**src/sv/c3zp_fifo.sv**
```systemverilog
// Small register-based FIFO used for the window queue and the result queue.
`timescale 1ns / 1ps
`default_nettype none

module c3zp_fifo #(
    parameter int WIDTH = 8,
    parameter int DEPTH = 4
) (
    input  wire logic                       i_clk,
    input  wire logic                       i_rst_n,
    input  wire logic                       i_push,
    input  wire logic [WIDTH-1:0]           i_data,
    input  wire logic                       i_pop,
    output logic [WIDTH-1:0]                o_data,
    output logic                            o_empty,
    output logic [$clog2(DEPTH+1)-1:0]      o_count
);

    localparam int AW = (DEPTH > 1) ? $clog2(DEPTH) : 1;
    localparam int NW = $clog2(DEPTH+1);
    localparam logic [AW-1:0] LAST_PTR = AW'(DEPTH - 1);

    logic [WIDTH-1:0] r_mem [DEPTH];
    logic [AW-1:0]    r_wr_ptr, r_rd_ptr;
    logic [NW-1:0]    r_count;

    always_ff @(posedge i_clk) begin
        if (!i_rst_n) begin
            r_wr_ptr <= '0;
            r_rd_ptr <= '0;
            r_count  <= '0;
        end else begin
            if (i_push) begin
                r_wr_ptr <= (r_wr_ptr == LAST_PTR) ? '0 : r_wr_ptr + 1'b1;
            end
            if (i_pop) begin
                r_rd_ptr <= (r_rd_ptr == LAST_PTR) ? '0 : r_rd_ptr + 1'b1;
            end
            case ({i_push, i_pop})
                2'b10:   r_count <= r_count + 1'b1;
                2'b01:   r_count <= r_count - 1'b1;
                default: r_count <= r_count;
            endcase
        end
    end

    always_ff @(posedge i_clk) begin
        if (i_push) begin
            r_mem[r_wr_ptr] <= i_data;
        end
    end

    assign o_data  = r_mem[r_rd_ptr];
    assign o_empty = (r_count == '0);
    assign o_count = r_count;

    // credit logic upstream must keep these from ever firing
    a_no_overflow: assert property (@(posedge i_clk) disable iff (!i_rst_n)
        i_push |-> (r_count < NW'(DEPTH)))
        else $error("fifo overflow");
    a_no_underflow: assert property (@(posedge i_clk) disable iff (!i_rst_n)
        i_pop |-> (r_count != '0))
        else $error("fifo underflow");
    a_count_step: assert property (@(posedge i_clk) disable iff (!i_rst_n)
        (i_push && !i_pop) |=> (r_count == $past(r_count) + 1'b1))
        else $error("fifo count did not follow a push");

endmodule

`default_nettype wire

```
**config.mk**
```make
export PLATFORM = sky130hd
export DESIGN_NAME = c3zp_fifo
export DESIGN_NICKNAME = d
export VERILOG_FILES = /design/src/sv/c3zp_fifo.sv
export SDC_FILE = /design/constraint.sdc
export NUM_CORES = 1
export LEC_CHECK = 0
export ABC_AREA = 0
export ABC_CLOCK_PERIOD_IN_PS = 2200
export BUFFER_PORTS_ARGS = -buffer_cell sky130_fd_sc_hd__buf_2
export CORE_UTILIZATION = 48
export CTS_BUF_LIST = sky130_fd_sc_hd__clkbuf_4
export CTS_CLUSTER_SIZE = 16
export DETAILED_ROUTE_END_ITERATION = 8
export PLACE_DENSITY = 0.73
export RECOVER_POWER = 100
export SLEW_MARGIN = 10
export SYNTH_ARGS = -nofsm -noshare
export SYNTH_HDL_FRONTEND = slang
export SYNTH_SLANG_ARGS = --single-unit
```
**constraint.sdc**
```tcl
create_clock -name i_clk -period 2.2 [get_ports i_clk]
set_input_delay 0.66 -clock i_clk [delete_from_list [all_inputs] [get_ports i_clk]]
set_output_delay 0.66 -clock i_clk [all_outputs]
set_load 0.01 [all_outputs]
```
==> flow_metrics.env, run 1 <==
export IMPL_endpoint_type_of_the_worst_setup_path="primary output"
export IMPL_post_route_min_period_ns=2.151
export IMPL_globalRouteOverflowTotal=0
export IMPL_report_power_total_mw=1.545
export IMPL_synth_seq_area_share=0.7064
export IMPL_final_antenna_violating_net_count=0
export IMPL_n_antenna_cell=0
export IMPL_synth_cell_type_count=21
export IMPL_start_util=0.5164
export IMPL_antenna_violations_before_repair=0
export IMPL_max_clock_freq_mhz=465.0
export IMPL_tns_ns=0
export IMPL_ios=24
export IMPL_port_buffer_count=23
export IMPL_grt_pass1_wl_mm=3.781
export IMPL_wirelength_mm=2.380
export IMPL_design_final_nets=136
export IMPL_grt_util_all_layers=0.1591
export IMPL_r2r_setup_slack_ns=0.57
export IMPL_yosys_warnings=0
export IMPL_grt_start_max_net_pins=14
export IMPL_slew_headroom=0.5940
export IMPL_arrival_ns=1.49
export IMPL_routabilityCongestion=0.6952
export IMPL_kind_of_critical_path="reg -> out"
export IMPL_ys_seq_elements=41
export IMPL_standard_cell_rows=20
export IMPL_slew_worst_pin_ns=0.6086
export IMPL_clock_path_buffers=2
export IMPL_cts_tree="built"
export IMPL_die_w_um=60.01
export IMPL_finalMaxSlewViolations=0
export IMPL_clkSlewWorstSetupHoldPaths_ns=0.11
export IMPL_share_of_power_burned_in_combinational_logic=0.111
export IMPL_via_per_inst=4.981
export IMPL_vias_in_the_first_global_route=793
export IMPL_clock_power_share=0.307
export IMPL_syn_cell_area_mm2=0.001615
export IMPL_period_share=0.9776
export IMPL_die_height_um=60.01
export IMPL_numCtsBuffers=5
export IMPL_finalHoldViolations=0
export IMPL_cts_root_buffer_cell="clkbuf_4"
export IMPL_syn_avg_cell_area_um2=18.36
export IMPL_dr_first_iter_drc_count=39
export IMPL_internal_power_mw=1.209
export IMPL_fill_cells=251
export IMPL_holdCritPathClass="reg -> reg"
export IMPL_synthToLayoutAreaGrowth_pct=14.79
export IMPL_leakage_nw=0.6436
export IMPL_setup_worst_path_start_class="flip-flop"
export IMPL_power_per_cell_area_mw_per_mm2=833.5
export IMPL_power_switching_fraction=0.2174
export IMPL_run_status="complete, no violations"
export IMPL_layout_cells_most_common_list="32 x edfxtp_1, 13 x clkbuf_1, 8 x mux4_2, 8 x dfxtp_1"
export IMPL_mostFrequentLayoutCell="edfxtp_1"
export IMPL_cts_htree_levels=2
export IMPL_worst_path_max_fanout=8
export IMPL_layout_setup_ws_ns=0.04924
export IMPL_core_area_mm2=0.003128
export IMPL_timing_critical_path_required_ns=1.54
export IMPL_synthesis_nets=107
export IMPL_clock_skew_ns=0.01206
export IMPL_cells_after_synth=88
export IMPL_drive_gt1_frac=0.2373
export IMPL_finalSetupViolations=0
export IMPL_clock_sinks=41
export IMPL_num_vias=807
export IMPL_drc=0
export IMPL_drt_pass1_iterations=4
export IMPL_max_cap_violations=0
export IMPL_holdBufCountCts=0
export IMPL_fp_dieArea_mm2=0.003601
export IMPL_power_share_sequential=0.582
export IMPL_vdd_drop_max_uv=436.6
export IMPL_post_drt_wl_per_cell_um=14.69
export IMPL_post_route_cell_area_mm2=0.001854
export IMPL_pre_cts_slack_ns=-0.01996
export IMPL_clock_latency_ns=0.34
export IMPL_post_cts_buffers=0
export IMPL_net_switching_power_figure_mw=0.3360
export IMPL_placed_area_mm2=0.001777
export IMPL_placed_wire_length_estimate_mm=1.760
export IMPL_unrepaired_setup_endpoints_after_global_routing="no"
[logic make-up (layout without fill, tap and decap cells)]
kind of cell | count (synthesis) | in the layout | synth area share
compound gates | 5 | 5 | 0.01859
xor+xnor | 2 | 2 | 0.01085
fa+ha+maj | 7 | 7 | 0.05887
buf+inv | 8 | 38 | 0.02401
flops | 41 | 41 | 0.7064
mux | 10 | 10 | 0.1239
simple gates | 15 | 15 | 0.05731
[critical path: stages, from the launching register on]
cell     delay [ns]
dfxtp_2        0.35
buf_12         0.13
mux4_2         0.51
buf_2          0.16
[power groups by stage]
| stage | Combinational (mW) | Sequential [mW] | Clock (mW) |
|---|---|---|---|
| 4_1_cts | 0.178 | 0.899 | 0.481 |
| 2_1_floorplan | 0.111 | 0.910 | 0 |
| 5_1_grt | 0.190 | 0.904 | 0.514 |
| 6_report | 0.171 | 0.899 | 0.475 |
| 3_5_place_dp | 0.177 | 0.916 | 0 |
| 3_3_place_gp | 0.170 | 0.913 | 0 |
[area by class of cell]
type                            count  area, µm²  area share
Multi-Input combinational cell     39      435.4      0.2348
Sequential cell                    41       1142      0.6161
Timing Repair Buffer               24      118.9     0.06410
Clock inverter                      2      35.03     0.01889
Inverter                            6      22.52     0.01215
Tap cell                           44      55.05     0.02969
Clock buffer                        6      45.04     0.02429
[through the flow]
step	std cells	hold slack (ns)	util
final	162	0.5506	0.5928
after global routing	162	0.5549	0.5928
after CTS	162	0.5127	0.5948
after detailed placement	154	0.5221	0.5680
after global placement	154	0.4895	0.5680
after floorplan	88	0.5125	-
[metal layers]
metal | part of all wire | track usage | vias up | wire, µm
met3 | 0.032 | 0.04545 | 5 | 76
li1 | - | - | 386 | -
met1 | 0.43 | 0.1852 | 398 | 1016
met4 | 0.019 | 0.08970 | 0 | 45
met5 | 0 | 0 | - | 0
met2 | 0.52 | 0.2635 | 18 | 1242
[worst paths after layout]
kind / start / to / cells past startpoint
setup reg to reg: o_count[0] / o_count[2] / 5
hold reg to reg: o_count[2] / o_count[2] / 2
hold / removal: o_count[2] / o_count[2] / 2
setup / recovery: flip-flop / o_data[5] / 3
[flip-flops by register name, indices dropped and copies added (netlist names), named ones only]
name / cells
r_wr_ptr: 2
r_rd_ptr: 2
r_mem: 32
o_count: 3
[timing repair]
action                                  4_1_cts  5_1_grt
endpoints found under the hold margin         0        0
resized for setup                             1        3
endpoints found under the setup margin        4        8
[synth_stat cells (all sizes together)]
cell type,count,area share
buf,1,0.0070
mux4,8,0.11
inv,6,0.014
clkbuf,1,0.0031
nand2,1,0.0023
ha,6,0.046
xnor2,1,0.0054
nor3b,2,0.0093
xor2,1,0.0054
or3,1,0.0039
a21boi,1,0.0046
a21oi,1,0.0031
and2,6,0.023
mux2i,2,0.012
dfxtp,9,0.11
nor3,1,0.0031
nor2b,4,0.015
o21ai,2,0.0062
edfxtp,32,0.59
o21a,1,0.0046
fa,1,0.012
Note: power is estimated with default switching activity, not from simulation.
==> run 2, diff against run 1 <==
- CORE_MARGIN: not set -> 2
==> run 2 against run 1 <==
Net effect: utilization fell by 2.4 points; first-iteration DRC count fell by 56%; critical path depth did not move; clock skew rose by 0.0027 ns; critical path type unchanged; largest cell class unchanged; largest power group unchanged.
==> flow_metrics.env, run 2 (synthesized netlist as in run 1, its figures left out) <==
export IMPL_run_status="complete, no violations"
export IMPL_numCtsBuffers=5
export IMPL_globalRouteOverflowTotal=0
export IMPL_cts_root_buffer_cell="clkbuf_4"
export IMPL_synthToLayoutAreaGrowth_pct=15.65
export IMPL_slew_headroom=0.5974
export IMPL_port_buffer_count=23
export IMPL_final_antenna_violating_net_count=0
export IMPL_largest_register="r_mem"
export IMPL_placed_cells=156
export IMPL_layout_cells_most_common_list="32 x edfxtp_1, 13 x clkbuf_1, 8 x mux4_2, 8 x dfxtp_1"
export IMPL_period_share=0.9761
export IMPL_post_drt_wl_per_cell_um=14.13
export IMPL_holdCritPathClass="reg -> reg"
export IMPL_worst_r2r_endpoint="o_count[2]"
export IMPL_final_instance_count_excl_fill=164
export IMPL_max_reg_flops=32
export IMPL_drt_pass1_iterations=4
export IMPL_r2r_setup_slack_ns=0.56
export IMPL_mostFrequentLayoutCell="edfxtp_1"
export IMPL_timing_critical_path_required_ns=1.54
export IMPL_drc=0
export IMPL_layout_setup_ws_ns=0.05265
export IMPL_max_cap_violations=0
export IMPL_worst_hold_path_num_cells=2
export IMPL_die_w_um=62.01
export IMPL_timing_hold_worst_endpoint="o_count[2]"
export IMPL_worst_path_max_fanout=8
export IMPL_finalSetupViolations=0
export IMPL_grt_start_max_net_pins=13
export IMPL_core_area_mm2=0.003284
export IMPL_kind_of_critical_path="reg -> out"
export IMPL_clock_sinks=41
export IMPL_arrival_ns=1.49
export IMPL_start_util=0.4918
export IMPL_holdBufCountCts=0
export IMPL_ios=24
export IMPL_num_vias=805
export IMPL_post_route_min_period_ns=2.147
export IMPL_leakage_nw=0.6451
export IMPL_clkSlewWorstSetupHoldPaths_ns=0.10
export IMPL_worst_r2r_path_depth=5
export IMPL_clock_latency_ns=0.34
export IMPL_post_route_cell_area_mm2=0.001868
export IMPL_clock_path_buffers=2
export IMPL_pre_cts_slack_ns=-0.003008
export IMPL_tns_ns=0
export IMPL_placed_wire_length_estimate_mm=1.669
export IMPL_finalMaxSlewViolations=0
export IMPL_placed_area_mm2=0.001779
export IMPL_vdd_drop_max_uv=491.1
export IMPL_cts_tree="built"
export IMPL_die_height_um=62.01
export IMPL_timing_critical_path_cells="buf_12 > mux4_2 > buf_6"
export IMPL_via_per_inst=4.909
export IMPL_standard_cell_rows=21
export IMPL_routabilityCongestion=0.6448
export IMPL_endpoint_type_of_the_worst_setup_path="primary output"
export IMPL_startpoint_of_the_lowest_slack_hold_path="o_count[2]"
export IMPL_power_per_cell_area_mw_per_mm2=827.8
export IMPL_max_stage_delay_ns=0.52
export IMPL_max_clock_freq_mhz=465.7
export IMPL_grt_util_all_layers=0.1422
export IMPL_wirelength_mm=2.317
export IMPL_setup_worst_path_start_class="flip-flop"
export IMPL_grt_pass1_wl_mm=3.636
export IMPL_n_antenna_cell=0
export IMPL_slew_worst_pin_ns=0.6035
export IMPL_cts_htree_levels=2
export IMPL_antenna_violations_before_repair=0
export IMPL_regToRegStartpoint="o_count[0]"
export IMPL_finalHoldViolations=0
export IMPL_design_final_nets=136
export IMPL_drive_gt1_frac=0.2288
export IMPL_clock_skew_ns=0.01475
export IMPL_slowest_stage="mux4_2"
export IMPL_dr_first_iter_drc_count=17
export IMPL_report_power_total_mw=1.546
export IMPL_vias_in_the_first_global_route=837
export IMPL_fp_dieArea_mm2=0.003845
## run 2: cell types whose count changed in the layout (fill, tap and decap cells not counted), sizes merged
cell / change
buf: +2
clkbuf: -2
## run 2: worst max path at each step
| stage | startpoint | endpoint | slack [ns] | cells past startpoint |
|---|---|---|---|---|
| after floorplan | i_push | o_count[2] | 0.27 | 7 |
| after global placement | i_push | o_count[2] | 0.09 | 8 |
| after detailed placement | i_push | o_count[2] | -0.003 | 8 |
| after CTS | flip-flop | o_data[4] | 0.003 | 3 |
| after global routing | flip-flop | o_data[0] | -0.01 | 3 |
| final | flip-flop | o_data[0] | 0.05 | 3 |
## run 2: per-stage QoR
stage / hold WS, ns / util
after floorplan: 0.5125 / -
after CTS: 0.5127 / 0.5672
after detailed placement: 0.5126 / 0.5417
after global placement: 0.4831 / 0.5417
final: 0.5470 / 0.5688
after global routing: 0.5693 / 0.5688
## run 2: power breakdown
group / total (mW) / switching [mW] / internal (mW)
Combinational: 0.178 / 0.0884 / 0.0893
Sequential: 0.898 / 0.0226 / 0.875
Clock: 0.471 / 0.222 / 0.249
## run 2: per-layer routing
metal  vias to the layer above  track usage  wire length (µm)
li1                        387            -                 -
met1                       392       0.1547               987
met2                        21       0.2321              1170
met3                         5      0.05797               117
met4                         0      0.08511                42
met5                         -            0                 0
## run 2: what timing repair did
item                       4_1_cts  5_1_grt
buffers inserted                 0        0
pin swaps                        0        0
setup endpoints to repair        8        8
resized for setup                2        4
## run 2: critical path, delay by kind of cell (launching register included)
family                 cells  cell delay, ns
muxes                      1            0.52
DFF                        1            0.35
buffers and inverters      2            0.27
## run 2: layout make-up
| type | count | area [µm²] |
|---|---|---|
| sequential | 41 | 1142 |
| tap | 46 | 57.56 |
| multi-input combinational | 39 | 435.4 |
| clock buffer | 6 | 45.04 |
| inverter | 6 | 22.52 |
| timing repair buffer | 24 | 131.4 |
| clock inverter | 2 | 33.78 |
| fill | 274 | 1416 |
==> run 3, diff against run 2 <==
- ABC_CLOCK_PERIOD_IN_PS: 2200 -> 2600
- clock period: 2.2 -> 2.6 ns (I/O delays scaled with it)
==> run 3 against run 2 <==
Net effect: global-route usage grew 0.063 points; first-iteration DRC count grew 130%; combinational power decreased by 21%; hold slack gained 0.015 ns; register-to-register slack better by 0.35 ns; total power fell by 16%; critical path type unchanged; critical endpoint is now o_data[4].
==> flow_metrics.env, run 3 (synthesized netlist as in run 1, its figures left out) <==
export IMPL_core_area_mm2=0.003284
export IMPL_vdd_drop_max_uv=366.9
export IMPL_period_share=0.8909
export IMPL_unrepaired_setup_endpoints_after_global_routing="no"
export IMPL_global_route_usage_met3=0.05797
export IMPL_num_vias=814
export IMPL_standard_cell_rows=21
export IMPL_arrival_ns=1.54
export IMPL_report_power_total_mw=1.303
export IMPL_port_buffer_count=23
export IMPL_reg_area_mm2=0.001141
export IMPL_design_final_nets=136
export IMPL_timing_critical_path_required_ns=1.82
export IMPL_clock_sinks=41
export IMPL_r2r_setup_slack_ns=0.91
export IMPL_kind_of_critical_path="reg -> out"
export IMPL_via_per_inst=4.963
export IMPL_holdBufCountCts=0
export IMPL_drc=0
export IMPL_clock_skew_ns=0.01281
export IMPL_die_w_um=62.01
export IMPL_max_clock_freq_mhz=431.7
export IMPL_globalRouteOverflowTotal=0
export IMPL_finalSetupViolations=0
export IMPL_multi_input_area_um2=435.4
export IMPL_worst_path_max_fanout=8
export IMPL_slew_worst_pin_ns=0.6086
export IMPL_cts_htree_levels=2
export IMPL_n_antenna_cell=0
export IMPL_clock_latency_ns=0.34
export IMPL_leakage_nw=0.6196
export IMPL_fill_cells=269
export IMPL_wirelength_mm=2.405
export IMPL_post_route_min_period_ns=2.316
export IMPL_clkSlewWorstSetupHoldPaths_ns=0.12
export IMPL_synthToLayoutAreaGrowth_pct=13.56
export IMPL_antenna_violations_before_repair=0
export IMPL_ios=24
export IMPL_mostFrequentLayoutCell="edfxtp_1"
export IMPL_post_drt_wl_per_cell_um=14.66
export IMPL_start_util=0.4918
export IMPL_power_per_cell_area_mw_per_mm2=710.6
export IMPL_regToRegStartpoint="o_count[0]"
export IMPL_slew_headroom=0.5940
export IMPL_clock_path_buffers=2
export IMPL_largest_register="r_mem"
export IMPL_run_status="complete, no violations"
export IMPL_grt_util_all_layers=0.1429
export IMPL_startpoint_of_the_lowest_slack_hold_path="r_wr_ptr[1]"
export IMPL_grtUsageMet1=0.1650
export IMPL_finalMaxSlewViolations=0
export IMPL_endpoint_type_of_the_worst_setup_path="primary output"
export IMPL_gr_max_usage_layer="met2"
export IMPL_cts_tree="built"
export IMPL_cts_resized=0
export IMPL_met2_usage=0.2336
export IMPL_routabilityCongestion=0.6567
export IMPL_fp_dieArea_mm2=0.003845
export IMPL_vias_in_the_first_global_route=766
export IMPL_dr_first_iter_drc_count=39
export IMPL_cts_root_buffer_cell="clkbuf_4"
export IMPL_numCtsBuffers=5
export IMPL_tns_ns=0
export IMPL_die_height_um=62.01
export IMPL_grt_pass1_wl_mm=3.650
export IMPL_holdCritPathClass="reg -> reg"
export IMPL_final_antenna_violating_net_count=0
export IMPL_finalHoldViolations=0
export IMPL_post_cts_buffers=0
export IMPL_drt_pass1_iterations=4
export IMPL_grt_start_max_net_pins=14
export IMPL_layout_cells_most_common_list="32 x edfxtp_1, 20 x clkbuf_1, 9 x dfxtp_1"
export IMPL_max_cap_violations=0
export IMPL_drive_gt1_frac=0.1695
export IMPL_placed_wire_length_estimate_mm=1.658
export IMPL_max_reg_flops=32
export IMPL_setup_worst_path_start_class="flip-flop"
==> run 3: cell count changes in the layout (fill, tap and decap cells not counted), sizes merged <==
cell    delta
clkbuf     +5
buf        -5
==> run 3: where the power goes <==
group	internal [mW]	leakage, nW	switching (mW)
sequential	0.740	0.368	0.0189
combinational	0.0644	0.206	0.0753
clock	0.212	0.0456	0.192
==> run 3: final cells by class <==
| class | instances | share of cell area |
|---|---|---|
| flip-flops and latches | 41 | 0.6221 |
| multi-input cells | 39 | 0.2374 |
| repair buffers | 24 | 0.05321 |
| well taps | 46 | 0.03138 |
| clock buffers | 6 | 0.02456 |
| clock inverters | 2 | 0.01910 |
| inverters | 6 | 0.01228 |
==> run 3: final timing paths <==
kind / end / depth (start not counted)
min reg2reg: r_wr_ptr[1] / 2
min: r_wr_ptr[1] / 2
max reg2reg: o_count[2] / 5
max: o_data[4] / 3
==> run 3: layer usage <==
| layer | vias up | share of wire |
|---|---|---|
| met5 | - | 0 |
| met4 | 0 | 0.016 |
| met3 | 6 | 0.046 |
| met2 | 23 | 0.50 |
| met1 | 396 | 0.44 |
| li1 | 389 | - |
==> run 3: critical path: stages, from the launching register on <==
cell	delay, ns
dfxtp_1	0.33
buf_4	0.20
mux4_2	0.53
clkbuf_1	0.14
==> run 3: metrics by stage <==
step	util	hold WS (ns)	instance area [µm²]	setup WS [ns]	std cells
after CTS	0.5661	0.5668	1859	0.2371	164
after global placement	0.5417	0.4832	1779	0.3717	156
final	0.5585	0.5624	1834	0.2836	164
after floorplan	-	0.5125	1615	0.5517	88
after global routing	0.5585	0.6166	1834	0.1995	164
after detailed placement	0.5417	0.5485	1779	0.2623	156
